--- src/rtl/core/fpa_pkg.sv ---
// Shared codes, character constants and helpers for the ASCII formatter.
`default_nettype none
package fpa_pkg;

  localparam int unsigned VAL_W   = 32;
  localparam int unsigned NDIG    = 10;
  localparam int unsigned BCD_W   = 4 * NDIG;
  localparam int unsigned IDX_W   = 4;

  typedef logic [2:0]       op_t;
  typedef logic [3:0]       nib_t;
  typedef logic [7:0]       char_t;
  typedef logic [IDX_W-1:0] idx_t;

  localparam op_t OP_LIT   = 3'd0;
  localparam op_t OP_DEC   = 3'd1;
  localparam op_t OP_DECI  = 3'd2;
  localparam op_t OP_CENTI = 3'd3;
  localparam op_t OP_MILLI = 3'd4;
  localparam op_t OP_HEX2  = 3'd5;
  localparam op_t OP_HEX4  = 3'd6;
  localparam op_t OP_HEX8  = 3'd7;

  localparam char_t CH_ZERO  = 8'h30;
  localparam char_t CH_UPPER = 8'h41;
  localparam char_t CH_MINUS = 8'h2d;
  localparam char_t CH_POINT = 8'h2e;

  function automatic char_t hex_char(input nib_t nib);
    char_t c;
    if (nib < 4'd10) begin
      c = CH_ZERO + {4'b0, nib};
    end else begin
      c = CH_UPPER + {4'b0, nib} - 8'd10;
    end
    return c;
  endfunction

endpackage
`default_nettype wire

--- src/rtl/core/fpa_bcd_conv.sv ---
// Serial shift-and-add-3 binary to BCD converter, one bit per cycle.
`default_nettype none
module fpa_bcd_conv
  import fpa_pkg::*;
(
  input  wire logic             clk,
  input  wire logic             rst_n,
  input  wire logic             start,
  input  wire logic [VAL_W-1:0] bin,
  output logic                  done,
  output logic [BCD_W-1:0]      bcd
);

  logic [BCD_W+VAL_W-1:0] shift_r, shift_nxt;
  logic [4:0]             cnt_r, cnt_nxt;
  logic                   busy_r, busy_nxt;
  logic                   done_r, done_nxt;
  logic [BCD_W-1:0]       adj;
  nib_t                   dig;

  always_comb begin
    adj = '0;
    for (int i = 0; i < NDIG; i++) begin
      dig = shift_r[VAL_W + 4*i +: 4];
      adj[4*i +: 4] = (dig >= 4'd5) ? dig + 4'd3 : dig;
    end
  end

  always_comb begin
    shift_nxt = shift_r;
    cnt_nxt   = cnt_r;
    busy_nxt  = busy_r;
    done_nxt  = 1'b0;
    if (start) begin
      shift_nxt = {{BCD_W{1'b0}}, bin};
      cnt_nxt   = '0;
      busy_nxt  = 1'b1;
    end else if (busy_r) begin
      shift_nxt = {adj[BCD_W-2:0], shift_r[VAL_W-1:0], 1'b0};
      cnt_nxt   = cnt_r + 5'd1;
      if (cnt_r == 5'(VAL_W - 1)) begin
        busy_nxt = 1'b0;
        done_nxt = 1'b1;
      end
    end
  end

  always_ff @(posedge clk) begin
    if (!rst_n) begin
      busy_r <= 1'b0;
      done_r <= 1'b0;
      cnt_r  <= '0;
    end else begin
      busy_r <= busy_nxt;
      done_r <= done_nxt;
      cnt_r  <= cnt_nxt;
    end
  end

  always_ff @(posedge clk) begin
    shift_r <= shift_nxt;
  end

  assign done = done_r;
  assign bcd  = shift_r[BCD_W+VAL_W-1:VAL_W];

endmodule
`default_nettype wire

--- src/rtl/core/fixed_point_to_ascii_formatter.sv ---
// Top level: request sequencer, BCD converter and character output register.
// Sequencing: literal and hex requests go straight to character output after acceptance;
// decimal requests first wait for the 32-step serial BCD conversion to finish.
// Throughput: one character per cycle while out_tready is not held low; input is not ready
// until the last beat of a request is queued.
// Reset: synchronous active low; clears the sequencer, output valid and output_enable.
`default_nettype none
module fixed_point_to_ascii_formatter
  import fpa_pkg::*;
(
  input  wire logic        clk,
  input  wire logic        rst_n,
  input  wire logic        cfg_wr_en,
  input  wire logic        cfg_wr_data,   // output_enable
  input  wire logic        in_tvalid,
  output logic             in_tready,
  input  wire logic [31:0] in_tdata,      // [31:0] value
  input  wire logic [2:0]  in_tuser,      // [2:0] operation
  output logic             out_tvalid,
  input  wire logic        out_tready,
  output logic [7:0]       out_tdata,     // [7:0] out_char
  output logic             out_tlast
);

  localparam logic [1:0] ST_IDLE = 2'd0;
  localparam logic [1:0] ST_CONV = 2'd1;
  localparam logic [1:0] ST_EMIT = 2'd2;

  logic [1:0]       state_r, state_nxt;
  op_t              op_r, op_nxt;
  logic [BCD_W-1:0] data_r, data_nxt;
  idx_t             k_r, k_nxt;
  logic             minus_r, minus_nxt;
  logic             point_r, point_nxt;
  logic             en_r;
  logic             ov_r, ov_nxt;
  char_t            oc_r, oc_nxt;
  logic             ol_r, ol_nxt;

  logic             accept, slot_free, in_dec, cur_dec, conv_start, conv_done;
  logic [VAL_W-1:0] mag;
  logic [BCD_W-1:0] bcd;
  logic [1:0]       frac;
  idx_t             msd, start_k;
  nib_t             digs [NDIG];

  assign in_tready  = (state_r == ST_IDLE);
  assign accept     = in_tvalid && in_tready;
  assign in_dec     = (in_tuser >= OP_DEC) && (in_tuser <= OP_MILLI);
  assign cur_dec    = (op_r >= OP_DEC) && (op_r <= OP_MILLI);
  assign conv_start = accept && en_r && in_dec;
  assign mag        = in_tdata[31] ? (32'd0 - in_tdata) : in_tdata;
  assign slot_free  = !ov_r || out_tready;
  assign frac       = op_r[1:0] - 2'd1;

  fpa_bcd_conv u_conv (
    .clk   (clk),
    .rst_n (rst_n),
    .start (conv_start),
    .bin   (mag),
    .done  (conv_done),
    .bcd   (bcd)
  );

  always_comb begin
    for (int i = 0; i < NDIG; i++) begin
      digs[i] = data_r[4*i +: 4];
    end
  end

  always_comb begin
    msd = '0;
    for (int i = 0; i < NDIG; i++) begin
      if (bcd[4*i +: 4] != 4'd0) begin
        msd = IDX_W'(i);
      end
    end
    start_k = (msd > {2'b00, frac}) ? msd : {2'b00, frac};
  end

  always_comb begin
    state_nxt = state_r;
    op_nxt    = op_r;
    data_nxt  = data_r;
    k_nxt     = k_r;
    minus_nxt = minus_r;
    point_nxt = point_r;
    ov_nxt    = ov_r;
    oc_nxt    = oc_r;
    ol_nxt    = ol_r;

    if (ov_r && out_tready) begin
      ov_nxt = 1'b0;
    end

    unique case (state_r)
      ST_IDLE: begin
        if (accept && en_r) begin
          op_nxt    = in_tuser;
          minus_nxt = in_dec && in_tdata[31];
          point_nxt = 1'b0;
          unique case (in_tuser)
            OP_LIT: begin
              data_nxt  = {32'd0, in_tdata[7:0]};
              k_nxt     = '0;
              state_nxt = ST_EMIT;
            end
            OP_DEC, OP_DECI, OP_CENTI, OP_MILLI: begin
              state_nxt = ST_CONV;
            end
            OP_HEX2: begin
              data_nxt  = {8'd0, in_tdata};
              k_nxt     = IDX_W'(1);
              state_nxt = ST_EMIT;
            end
            OP_HEX4: begin
              data_nxt  = {8'd0, in_tdata};
              k_nxt     = IDX_W'(3);
              state_nxt = ST_EMIT;
            end
            OP_HEX8: begin
              data_nxt  = {8'd0, in_tdata};
              k_nxt     = IDX_W'(7);
              state_nxt = ST_EMIT;
            end
          endcase
        end
      end
      ST_CONV: begin
        if (conv_done) begin
          data_nxt  = bcd;
          k_nxt     = start_k;
          state_nxt = ST_EMIT;
        end
      end
      ST_EMIT: begin
        if (slot_free) begin
          ov_nxt = 1'b1;
          ol_nxt = 1'b0;
          priority if (minus_r) begin
            oc_nxt    = CH_MINUS;
            minus_nxt = 1'b0;
          end else if (point_r) begin
            oc_nxt    = CH_POINT;
            point_nxt = 1'b0;
          end else begin
            oc_nxt = (op_r == OP_LIT) ? data_r[7:0] : hex_char(digs[k_r]);
            if (k_r == '0) begin
              ol_nxt    = 1'b1;
              state_nxt = ST_IDLE;
            end else begin
              k_nxt = k_r - IDX_W'(1);
              if (cur_dec && (frac != 2'd0) && (k_r == {2'b00, frac})) begin
                point_nxt = 1'b1;
              end
            end
          end
        end
      end
      default: begin
        state_nxt = ST_IDLE;
      end
    endcase
  end

  always_ff @(posedge clk) begin
    if (!rst_n) begin
      state_r <= ST_IDLE;
      minus_r <= 1'b0;
      point_r <= 1'b0;
      en_r    <= 1'b0;
      ov_r    <= 1'b0;
    end else begin
      state_r <= state_nxt;
      minus_r <= minus_nxt;
      point_r <= point_nxt;
      ov_r    <= ov_nxt;
      if (cfg_wr_en) begin
        en_r <= cfg_wr_data;
      end
    end
  end

  always_ff @(posedge clk) begin
    op_r   <= op_nxt;
    data_r <= data_nxt;
    k_r    <= k_nxt;
    oc_r   <= oc_nxt;
    ol_r   <= ol_nxt;
  end

  assign out_tvalid = ov_r;
  assign out_tdata  = oc_r;
  assign out_tlast  = ol_r;

endmodule
`default_nettype wire

--- config.mk ---
export PLATFORM = sky130hd
export DESIGN_NAME = fixed_point_to_ascii_formatter
export DESIGN_NICKNAME = d
export VERILOG_FILES = /design/src/rtl/core/fpa_pkg.sv /design/src/rtl/core/fpa_bcd_conv.sv /design/src/rtl/core/fixed_point_to_ascii_formatter.sv
export SDC_FILE = /design/constraint.sdc
export NUM_CORES = 1
export LEC_CHECK = 0
export BUFFER_PORTS_ARGS = -buffer_cell sky130_fd_sc_hd__buf_4
export CORE_UTILIZATION = 55
export DETAILED_ROUTE_END_ITERATION = 7
export GPL_ROUTABILITY_DRIVEN = 0
export PLACE_DENSITY = 0.79
export SETUP_SLACK_MARGIN = 0.02
export SLEW_MARGIN = 20
export SYNTH_ARGS = -nofsm -noshare
export SYNTH_HDL_FRONTEND = slang
export SYNTH_SLANG_ARGS = --single-unit
--- constraint.sdc ---
create_clock -name clk -period 3.35 [get_ports clk]
set_input_delay 0.335 -clock clk [delete_from_list [all_inputs] [get_ports clk]]
set_output_delay 0.335 -clock clk [all_outputs]
set_load 0.1 [all_outputs]
After elaboration in Yosys (flattened, before gate mapping)
Index checks and enable logic that the tools add are counted.
{"block": "classes", "eq_ne": 20, "reduce_logical": 42, "bitwise": 3, "magnitude_cmp": 17, "muxes": 67, "n_addsub": 17}
{"operator": "one-hot mux 40 bit (2 select lines)", "count": 2}
{"operator": "two-way mux 4 bit", "count": 26}
{"operator": "two-way mux 32 bit", "count": 3}
{"operator": "two-way mux 40 bit", "count": 2}
{"operator": ">= comparator 4 x 3 -> 1 bit (second input constant)", "count": 10}
{"operator": "adder 4 x 2 -> 4 bit (second input constant)", "count": 9}
{"operator": "nonzero test 4 bit", "count": 9}
{"operator": "subtractor 1 x 32 -> 32 bit (first input constant)", "count": 1}
{"operator": "two-way mux 1 bit", "count": 17}
{"operator": "binary-select mux 4 bit (select 4 bit)", "count": 1}
{"operator": "two-way mux 8 bit", "count": 2}
{"operator": "one-hot mux 4 bit (4 select lines)", "count": 1}
{"operator": "two-way mux 2 bit", "count": 7}
{"operator": "equality test 3 bit (second input constant)", "count": 4}
{"operator": "one-hot mux 4 bit (3 select lines)", "count": 1}
{"operator": "!= test 2 bit (second input constant)", "count": 5}
{"operator": "logical AND 1 bit", "count": 9}
{"operator": "adder 7 x 4 -> 8 bit (first input constant)", "count": 1}
{"operator": "AND reduction 4 bit", "count": 2}
{"operator": "AND reduction 8 bit", "count": 1}
{"operator": "nonzero test 2 bit", "count": 4}
{"operator": "OR reduction 4 bit", "count": 2}
{"operator": "subtractor 8 x 4 -> 8 bit (second input constant)", "count": 1}
{"operator": "adder 6 x 4 -> 7 bit (first input constant)", "count": 1}
{"operator": "other kinds (35)", "count": 45}
{"block": "totals", "ff_bits": 141, "elab_cells": 182, "output_inout_bits": 11}

Longest topological paths before layout
Gate-level depths: netlist (run 1).
{"block": "logic_depth", "depth_word": 14, "mapped_depth": 14, "ltp_nobuf": 14}

Cells and area by module
Synthesis (run 1) repeated with hierarchy kept, for this count alone.
{"block": "unflattened", "cells_unflattened": 815, "area_unflattened_um2": 8501.9}
{"module": "fpa_bcd_conv", "seq_area_each_um2": 1901.8, "cells_each": 440, "n_inst": 1, "area_each_um2": 4369.2}
{"module": "fixed_point_to_ascii_formatter", "seq_area_each_um2": 1801.7, "cells_each": 375, "n_inst": 1, "area_each_um2": 4132.7}

Worst setup path after synthesis (run 1)
OpenSTA, ideal clock, no wires.
{"block": "synth_timing", "path_kind": "reg2reg", "from": "register state_r[0]", "to": "register data_r[0], enable pin", "synth_period_minus_slack_ps": 3936, "stages_incl_launch_ff": 6, "arrival_time_ps": 3494, "required_ps": 2908, "path_buffers": 0, "setup_ps": 442, "slack_ps": -586, "cell_sequence": "dfxtp_1 > inv_1 > ha_1 > nand3_1 > o21ai_0 > nor2b_1"}
{"block": "synth_between", "elab_chain_cells": 5}
{"item": "start: declaration", "line": "fixed_point_to_ascii_formatter.sv:29", "source": "logic [1:0] state_r, state_nxt;"}
{"item": "start signal: assignment", "line": "fixed_point_to_ascii_formatter.sv:174", "source": "state_r <= state_nxt;"}
{"item": "zero test 2 bit *", "line": "fixed_point_to_ascii_formatter.sv:47", "source": "assign in_tready = (state_r == ST_IDLE);"}
{"item": "named net in_tready", "line": "fixed_point_to_ascii_formatter.sv:16", "source": "output logic in_tready,"}
{"item": "logical AND 1 bit", "line": "fixed_point_to_ascii_formatter.sv:48", "source": "assign accept = in_tvalid && in_tready;"}
{"item": "logical AND 1 bit", "line": "fixed_point_to_ascii_formatter.sv:98", "source": "if (accept && en_r) begin"}
{"item": "!= test 2 x 1 -> 1 bit (no line)"}
{"item": "AND reduction 4 bit (no line) *"}
{"item": "end signal: assignment", "line": "fixed_point_to_ascii_formatter.sv:186", "source": "data_r <= data_nxt;"}
{"item": "end: declaration", "line": "fixed_point_to_ascii_formatter.sv:31", "source": "logic [BCD_W-1:0] data_r, data_nxt;"}
The timed path passes the listed nets; every way through them passes the cells marked *.
A chain may end at the register's enable or synchronous reset.

Final worst setup path (run 1)
{"block": "layout_timing", "from": "register u_conv.shift_r[45]", "to": "register k_r[1] (data pin)"}
{"block": "layout_between", "elab_chain_cells": 12}
{"item": "start: declaration", "line": "fpa_bcd_conv.sv:14", "source": "logic [BCD_W+VAL_W-1:0] shift_r, shift_nxt;"}
{"item": "start signal: assignment", "line": "fpa_bcd_conv.sv:61", "source": "shift_r <= shift_nxt;"}
{"item": "nonzero test 4 bit *", "line": "fixed_point_to_ascii_formatter.sv:74", "source": "if (bcd[4*i +: 4] != 4'd0) begin"}
{"item": "two-way mux 4 bit * (7 in series)", "line": "fixed_point_to_ascii_formatter.sv:74"}
{"item": "> comparator 4 x 2 -> 1 bit", "line": "fixed_point_to_ascii_formatter.sv:78", "source": "start_k = (msd > {2'b00, frac}) ? msd : {2'b00, frac};"}
{"item": "two-way mux 4 bit *", "line": "fixed_point_to_ascii_formatter.sv:78"}
{"item": "two-way mux 4 bit *", "line": "fixed_point_to_ascii_formatter.sv:130", "source": "if (conv_done) begin"}
{"item": "one-hot mux 4 bit (3 select lines) *", "line": "fixed_point_to_ascii_formatter.sv:96", "source": "unique case (state_r)"}
{"item": "named net k_nxt[1]", "line": "fixed_point_to_ascii_formatter.sv:32", "source": "idx_t k_r, k_nxt;"}
{"item": "end signal: assignment", "line": "fixed_point_to_ascii_formatter.sv:187", "source": "k_r <= k_nxt;"}
{"item": "end: declaration", "line": "fixed_point_to_ascii_formatter.sv:32"}
The timed path passes the listed nets; every way through them passes the cells marked *. The select of a mux whose other input is x is not followed.

==> run summary, run 1 <==
Syn_nets -> 892
H-tree Lvls -> 4
Req. time, crit path -> 3.53 ns
Max stage delay on crit path -> 0.47 ns
Die Y -> 122 um
Root buf cell -> clkbuf_16
Starting Density -> 0.566
Critical Path AT -> 3.40 ns
First-pass GRT wire length -> 28600 um
Area Overhead vs Synth -> 14.6%
Core box area -> 13900 um^2
Worst path cell trace -> inv_1, ha_2, or3b_2, o21ba_2, o21ai_0, a311o_1, a21oi_2, ha_1, nor2b_1, o21ai_0, nand4_1, mux2i_1, o22ai_1, a21o_1
# IOs -> 52
Crit Path Category -> flip-flop to flip-flop
Max_cap viols -> 0
Post-synth EDFFs -> 88
Crit share post-route -> 0.962
Ys Warns -> 0
Post-Syn Instances -> 816
Count of pins over their slew limit -> 0
Setup Viol. Count Final -> 0
Flops & latches, synth -> 141
DR iter-0 viols -> 463
Clk_lat worst skew -> 0.42 ns
Post-route ant nets -> 0
Clk buf depth -> 2
Count leader, synth -> nand2_1
Worst path top cell family by delay -> compound AO/OA/AOI/OAI gates
Ranking of synthesized cells by area -> edfxtp_1, dfxtp_1, o21ai_0, ha_1, nand2_1
Cell Rows -> 43
CP Launch Type -> flip-flop
RSZ-0062 raised after global routing -> no
Fmax -> 310 MHz
Crit-path most repeated cell -> o21ai_0
Share of cells above drive strength 1 -> 0.133
Sequential share of the synthesized area -> 0.469
Drt pass-1 iters -> 5
Setup total negative slack -> 0 ns
CTS tree -> done
Final min period -> 3.22 ns
Post-DP HPWL -> 12600 um
Post-synth top area cell -> edfxtp_1
Via count -> 6184
CP max FO -> 4
Avg Cell Area, Syn -> 9.67 um^2
Die Wd -> 122 um
Number of global-route vias before repair -> 5786
CP bufs+invs -> 1
GRT Total Usage -> 0.254
Peak VDD IR -> 453 uV
CTS Buf Count -> 17
Synth cell count leaders -> nand2_1, o21ai_0, edfxtp_1, nor2_1, dfxtp_1
P_leak -> 3.52 nW
Hold WS -> 0.125 ns
Synth top area share -> 0.335
Nets -> 937
Worst Tran Pin Value -> 0.797 ns
Clock skew -> 0.00590 ns
DR WL/cell -> 17.3 um
Vias/cell -> 5.87
Grt total ovfl -> 0
Antenna Diode Count -> 0
Antenna violations before repair -> 0
CTS Sinks -> 141
Mapped Area -> 7890 um^2
Port bufs -> 51
Main flop type after synthesis -> edfxtp_1
Critical path capture point type -> flip-flop
Largest net degree at the start of global routing -> 65
Clk pin slew, worst setup/hold paths -> 0.06 ns
# DRC -> 0
Status -> finished clean
Max-slew headroom -> 0.464
Hold Fails Final Rpt -> 0
CP max-delay cell -> or3b_2
Ys async rst share -> 0
Yosys cell types -> 58
Final WL -> 18300 um
DIE AREA -> 14800 um^2
Worst hold path class -> input pin to flip-flop
PD cells -> 814 nW/um^2
kinds of logic after synthesis:
logic type | Yosys count | share of synthesized area
and+or+nand+nor | 270 | 0.163
AOI/OAI and AO/OA | 200 | 0.152
DFF | 141 | 0.469
buffers and inverters | 76 | 0.0414
xor gates and xnor gates | 54 | 0.0599
muxes | 40 | 0.0596
adders and majority gates | 35 | 0.0555
metal layers:
| metal | up-vias | global-route usage | part of all wire |
|---|---|---|---|
| met5 | - | 0 | 0 |
| met4 | 0 | 0.115 | 0.028 |
| met3 | 43 | 0.0510 | 0.057 |
| met2 | 217 | 0.415 | 0.48 |
| met1 | 2923 | 0.323 | 0.44 |
| li1 | 3001 | - | - |
path summary, 6_finish.rpt:
check	cells after the start	slack [ns]	endpoint	start
max	14	0.13	k_r[1]$_DFFE_PP_	u_conv.shift_r[45]$_SDFFE_PP0P_
min	1	0.12	op_r[0]$_DFFE_PP_	in_tuser[0]
min reg2reg	2	0.49	u_conv.shift_r[32]$_SDFFE_PP0P_	u_conv.shift_r[31]$_DFFE_PP_
max reg2reg	14	0.13	k_r[1]$_DFFE_PP_	u_conv.shift_r[45]$_SDFFE_PP0P_
where the power goes:
part / switching (mW) / leakage, nW / internal, mW
logic: 1.69 / 1.98 / 1.07
clock network: 0.677 / 0.296 / 1.31
registers: 0.352 / 1.24 / 2.26
repair_timing:
item                       in CTS  in global routing
hold buffers                    0                  0
gates resized for setup         0                  3
setup buffers                   0                  1
setup endpoints to repair       0                  2
per-stage QoR:
step	utilization	setup slack [ns]	total power, mW	instance area, um^2	instances
2_1_floorplan	-	0.151	4.63	7900	816
3_3_place_gp	0.604	0.205	5.23	8420	1021
3_5_place_dp	0.604	0.110	5.31	8420	1021
4_1_cts	0.648	0.0320	7.33	9030	1053
5_1_grt	0.649	0.0638	7.77	9050	1054
6_report	0.649	0.126	7.36	9050	1054
flip-flops by register name, indices dropped and copies added (netlist names):
register	cells
state_r	2
out_tdata	8
minus_r	1
point_r	1
data_r	40
u_conv.done	1
out_tvalid	1
out_tlast	1
op_r	3
en_r	1
k_r	4
u_conv.busy_r	1
u_conv.cnt_r	5
u_conv.shift_r	72
final cells by class:
type                    instances  area, um^2
clock buffers                  23         448
clock inverters                 9         166
repair buffers                 64         480
multi-input cells             599        3880
well taps                     180         225
flip-flops and latches        141        3700
fillers                      1051        4890
inverters                      38         143
cells in the final DEF, fill, tap and decap left out, drive strengths merged, types with 13 or more instances in the layout:
master  instances
nor2           63
dfxtp          53
clkbuf         23
ha             35
inv            37
xor2           39
mux2i          29
nor3           13
buf            64
nand3          17
o21ai          96
edfxtp         88
nand2         102
a21oi          46
xnor2          15
nand2b         17
Power figures use the tool's default switching activity.
==> run 2: changes to the inputs <==
--- a/config.mk
+++ b/config.mk
@@ -9,7 +9,7 @@
 export CORE_UTILIZATION = 55
 export DETAILED_ROUTE_END_ITERATION = 7
 export GPL_ROUTABILITY_DRIVEN = 0
-export PLACE_DENSITY = 0.79
+export PLACE_DENSITY = 0.76
 export SETUP_SLACK_MARGIN = 0.02
 export SLEW_MARGIN = 20
 export SYNTH_ARGS = -nofsm -noshare
==> constraint.sdc (replaced) <==
create_clock -name clk -period 3.6 [get_ports clk]
set_input_delay 0.36 -clock clk [delete_from_list [all_inputs] [get_ports clk]]
set_output_delay 0.36 -clock clk [all_outputs]
set_load 0.1 [all_outputs]
==> run summary, run 2 (same netlist as run 1, synthesis figures left out) <==
Area Overhead vs Synth -> 14.7%
P_leak -> 3.53 nW
Clock power share -> 0.263
Worst path cell trace -> inv_1, ha_1, or3b_2, o21ba_2, o21ai_0, a311o_1, a21oi_1, ha_1, nor2b_1, o21ai_0, nand4_1, mux2i_1, o22ai_1, a21o_1
Post-route insts no fill -> 1055
Internal power -> 4.26 mW
Max stage delay on crit path -> 0.47 ns
CP Launch Type -> flip-flop
DR iter-0 viols -> 593
GRT Total Usage -> 0.268
Final min period -> 3.35 ns
Post-CTS setup buffers -> 0
Fmax -> 299 MHz
DR WL/cell -> 17.8 um
Register area -> 3700 um^2
Reg power frac -> 0.358
Die Y -> 122 um
Setup total negative slack -> 0 ns
Total Power -> 6.79 mW
Starting Density -> 0.566
DP Area -> 8450 um^2
CP max-delay cell -> or3b_2
Share of cells above drive strength 1 -> 0.136
Peak VDD IR -> 408 uV
# hold bufs at CTS -> 0
Area of the multi-input gates -> 3870 um^2
Vias/cell -> 5.96
RSZ-0062 raised after global routing -> no
Nets -> 938
Die Wd -> 122 um
Max_cap viols -> 0
CP max FO -> 4
First-pass GRT wire length -> 30500 um
Root buf cell -> clkbuf_16
Crit share post-route -> 0.929
Clk pin slew, worst setup/hold paths -> 0.06 ns
Setup Viol. Count Final -> 0
Crit Path Category -> flip-flop to flip-flop
Worst Tran Pin Value -> 0.888 ns
Antenna violations before repair -> 0
# IOs -> 52
Post-route ant nets -> 0
Req. time, crit path -> 3.78 ns
DIE AREA -> 14800 um^2
Via count -> 6289
Cell Rows -> 43
Core box area -> 13900 um^2
CTS Sinks -> 141
Status -> finished clean
Worst path top cell family by delay -> compound AO/OA/AOI/OAI gates
H-tree Lvls -> 4
Critical Path AT -> 3.53 ns
Grt total ovfl -> 0
CTS Buf Count -> 17
Hold Fails Final Rpt -> 0
Most frequent cells in the layout -> nand2_1, o21ai_0, edfxtp_1
Worst hold path class -> input pin to flip-flop
# DRC -> 0
Largest net degree at the start of global routing -> 65
Antenna Diode Count -> 0
CTS tree -> done
Dpl cells -> 1023
Clk buf depth -> 2
Number of flip-flops in the largest register -> 72
Comb pwr share -> 0.379
# resized after CTS -> 0
Count of pins over their slew limit -> 0
PD cells -> 750 nW/um^2
Drt pass-1 iters -> 5
Number of global-route vias before repair -> 6164
Final instance area -> 9060 um^2
Port bufs -> 51
CP bufs+invs -> 1
Clock skew -> 0.00499 ns
Clk_lat worst skew -> 0.42 ns
Sw Pwr -> 2.53 mW
Switching part of the total -> 0.373
Critical path capture point type -> flip-flop
Most common cell after layout, fill and taps aside -> nand2_1
Max-slew headroom -> 0.402
Post-DP HPWL -> 13100 um
Top reg by flops -> u_conv.shift_r
Final WL -> 18800 um
Fillers -> 1084
run 2: cell type report:
type	count	share of cell area
clock buffers	27	0.0590
clock inverters	5	0.00829
inverters	38	0.0158
multi-input cells	599	0.428
flip-flops and latches	141	0.409
well taps	180	0.0249
repair buffers	65	0.0553
run 2: routing by layer:
| metal | vias up | share of wire | GRT usage |
|---|---|---|---|
| li1 | 3008 | - | - |
| met1 | 3028 | 0.42 | 0.340 |
| met2 | 216 | 0.49 | 0.445 |
| met3 | 37 | 0.060 | 0.0552 |
| met4 | 0 | 0.023 | 0.109 |
| met5 | - | 0 | 0 |
run 2: power by group through the flow:
stage	combinational (mW)	clock, mW	sequential (mW)
final	2.57	1.79	2.43
after global placement	2.40	0	2.42
after CTS	2.55	1.80	2.42
after global routing	2.84	1.88	2.48
after detailed placement	2.51	0	2.45
after floorplan	1.78	0	2.53
run 2: path summary, 6_finish.rpt:
path                                           to  depth (start not counted)  slack, ns                             from
hold reg to reg   u_conv.shift_r[32]$_SDFFE_PP0P_                          2       0.50     u_conv.shift_r[31]$_DFFE_PP_
hold / removal                  op_r[0]$_DFFE_PP_                          1       0.14                      in_tuser[0]
setup / recovery                 k_r[1]$_DFFE_PP_                         14       0.25  u_conv.shift_r[44]$_SDFFE_PP0P_
setup reg to reg                 k_r[1]$_DFFE_PP_                         14       0.25  u_conv.shift_r[44]$_SDFFE_PP0P_
run 2: stage by stage:
step,setup WS (ns),hold WS [ns],utilization
5_1_grt,0.0854,0.125,0.650
3_3_place_gp,0.418,0.471,0.606
6_report,0.254,0.140,0.650
3_5_place_dp,0.314,0.492,0.606
2_1_floorplan,0.401,0.453,-
4_1_cts,0.294,0.128,0.650
==> run 3: changes to the inputs <==
--- a/config.mk
+++ b/config.mk
@@ -9,6 +9,7 @@
 export CORE_UTILIZATION = 55
 export DETAILED_ROUTE_END_ITERATION = 7
 export GPL_ROUTABILITY_DRIVEN = 0
+export MAX_ROUTING_LAYER = met4
 export PLACE_DENSITY = 0.76
 export SETUP_SLACK_MARGIN = 0.02
 export SLEW_MARGIN = 20
==> run summary, run 3 (same netlist as run 1, synthesis figures left out) <==
Reg2reg setup slack -> 0.26 ns
Number of flip-flops in the largest register -> 72
Starting Density -> 0.566
Comb pwr share -> 0.379
Crit Path Category -> flip-flop to flip-flop
Crit share post-route -> 0.929
Clock skew -> 0.00452 ns
Critical Path AT -> 3.53 ns
Area Overhead vs Synth -> 14.7%
Vias/cell -> 6.00
Max_cap viols -> 0
Hold Fails Final Rpt -> 0
Most common cell after layout, fill and taps aside -> nand2_1
Die Wd -> 122 um
# DRC -> 0
Fmax -> 299 MHz
DR WL/cell -> 17.8 um
Drt pass-1 iters -> 7
DR iter-0 viols -> 538
Share of cells above drive strength 1 -> 0.136
CTS Buf Count -> 17
Worst Tran Pin Value -> 0.880 ns
Clk pin slew, worst setup/hold paths -> 0.06 ns
Worst hold path class -> input pin to flip-flop
Worst reg-to-reg path cell count -> 14
Post-DP HPWL -> 13100 um
Setup Viol. Count Final -> 0
DP Area -> 8450 um^2
Clk buf depth -> 2
# resized after CTS -> 0
CTS Sinks -> 141
DIE AREA -> 14800 um^2
Grt total ovfl -> 0
Peak VDD IR -> 407 uV
Hold WS -> 0.137 ns
Reg power frac -> 0.358
Antenna violations before repair -> 0
Final min period -> 3.34 ns
Cell Rows -> 43
Number of global-route vias before repair -> 6162
Fillers -> 1084
Internal power -> 4.26 mW
Post-route ant nets -> 0
CTS tree -> done
WHS Path Cells -> 1
Post-layout util -> 0.650
Final WL -> 18800 um
Critical path capture point type -> flip-flop
Die Y -> 122 um
Setup total negative slack -> 0 ns
Sw Pwr -> 2.54 mW
Clk_lat worst skew -> 0.42 ns
Port bufs -> 51
Antenna Diode Count -> 0
Nets -> 938
Endpoint, Worst Hold -> op_r[0]$_DFFE_PP_
Req. time, crit path -> 3.78 ns
Via count -> 6326
P_leak -> 3.53 nW
GRT Total Usage -> 0.276
Hold_sp -> in_tuser[0]
Status -> finished clean
Most frequent cells in the layout -> nand2_1, o21ai_0, edfxtp_1
Top reg by flops -> u_conv.shift_r
Critical R2R Capture -> k_r[1]$_DFFE_PP_
Final instance area -> 9060 um^2
Switching part of the total -> 0.373
CP Launch Type -> flip-flop
Post-CTS setup buffers -> 0
Core box area -> 13900 um^2
First-pass GRT wire length -> 30600 um
Largest net degree at the start of global routing -> 65
Root buf cell -> clkbuf_16
PD cells -> 750 nW/um^2
# hold bufs at CTS -> 0
Worst r2r src -> u_conv.shift_r[44]$_SDFFE_PP0P_
Max-slew headroom -> 0.408
Clock power share -> 0.263
# IOs -> 52
Count of pins over their slew limit -> 0
RSZ-0062 raised after global routing -> no
CP max FO -> 4
H-tree Lvls -> 4
[run 3: cell counts in the layout (fill, tap and decap cells not counted)]
Identical to the previous run, type by type.
[run 3: power groups by stage]
stage	sequential [mW]	clock [mW]	combinational [mW]
3_5_place_dp	2.45	0	2.51
6_report	2.43	1.79	2.57
2_1_floorplan	2.53	0	1.78
3_3_place_gp	2.42	0	2.40
5_1_grt	2.48	1.87	2.84
4_1_cts	2.42	1.80	2.55
[run 3: worst max path at each step]
stage / start / to / slack (ns) / cells after the start
after floorplan: state_r[0]$_SDFFE_PN0P_ / u_conv.shift_r[0]$_SDFFCE_PN0P_ / 0.40 / 8
after global placement: u_conv.shift_r[44]$_SDFFE_PP0P_ / k_r[1]$_DFFE_PP_ / 0.42 / 14
after detailed placement: u_conv.shift_r[44]$_SDFFE_PP0P_ / k_r[1]$_DFFE_PP_ / 0.31 / 14
after CTS: u_conv.shift_r[44]$_SDFFE_PP0P_ / k_r[1]$_DFFE_PP_ / 0.29 / 14
after global routing: u_conv.shift_r[44]$_SDFFE_PP0P_ / k_r[1]$_DFFE_PP_ / 0.09 / 14
final: u_conv.shift_r[44]$_SDFFE_PP0P_ / k_r[1]$_DFFE_PP_ / 0.26 / 14
[run 3: critical path, stage by stage (launching register included)]
cell and delay (ns):
dfxtp_1 0.34, inv_1 0.11, ha_1 0.21, or3b_2 0.47, o21ba_2 0.24, o21ai_0 0.09
a311o_1 0.41, a21oi_1 0.16, ha_1 0.17, nor2b_1 0.04, o21ai_0 0.17, nand4_1 0.18
mux2i_1 0.22, o22ai_1 0.10, a21o_1 0.18
[run 3: per-layer routing]
| layer | up-vias | wire length, um | GRT usage |
|---|---|---|---|
| li1 | 3007 | - | - |
| met5 | - | 0 | - |
| met4 | 0 | 464 | 0.109 |
| met2 | 235 | 9170 | 0.446 |
| met3 | 38 | 1250 | 0.0538 |
| met1 | 3046 | 7900 | 0.338 |
[run 3: area by class of cell]
type / count / area, um^2 / share of cell area
well taps: 180 / 225 / 0.0249
inverters: 38 / 143 / 0.0158
clock inverters: 5 / 75.1 / 0.00829
flip-flops and latches: 141 / 3700 / 0.409
clock buffers: 27 / 534 / 0.0590
repair buffers: 65 / 500 / 0.0553
multi-input cells: 599 / 3870 / 0.428
[run 3: through the flow]
stage                     power, mW  setup WS, ns  std cells
after floorplan                4.31         0.401        816
after global placement         4.82         0.418       1023
after detailed placement       4.96         0.314       1023
after CTS                      6.78         0.294       1055
after global routing           7.20        0.0862       1055
final                          6.79         0.256       1055
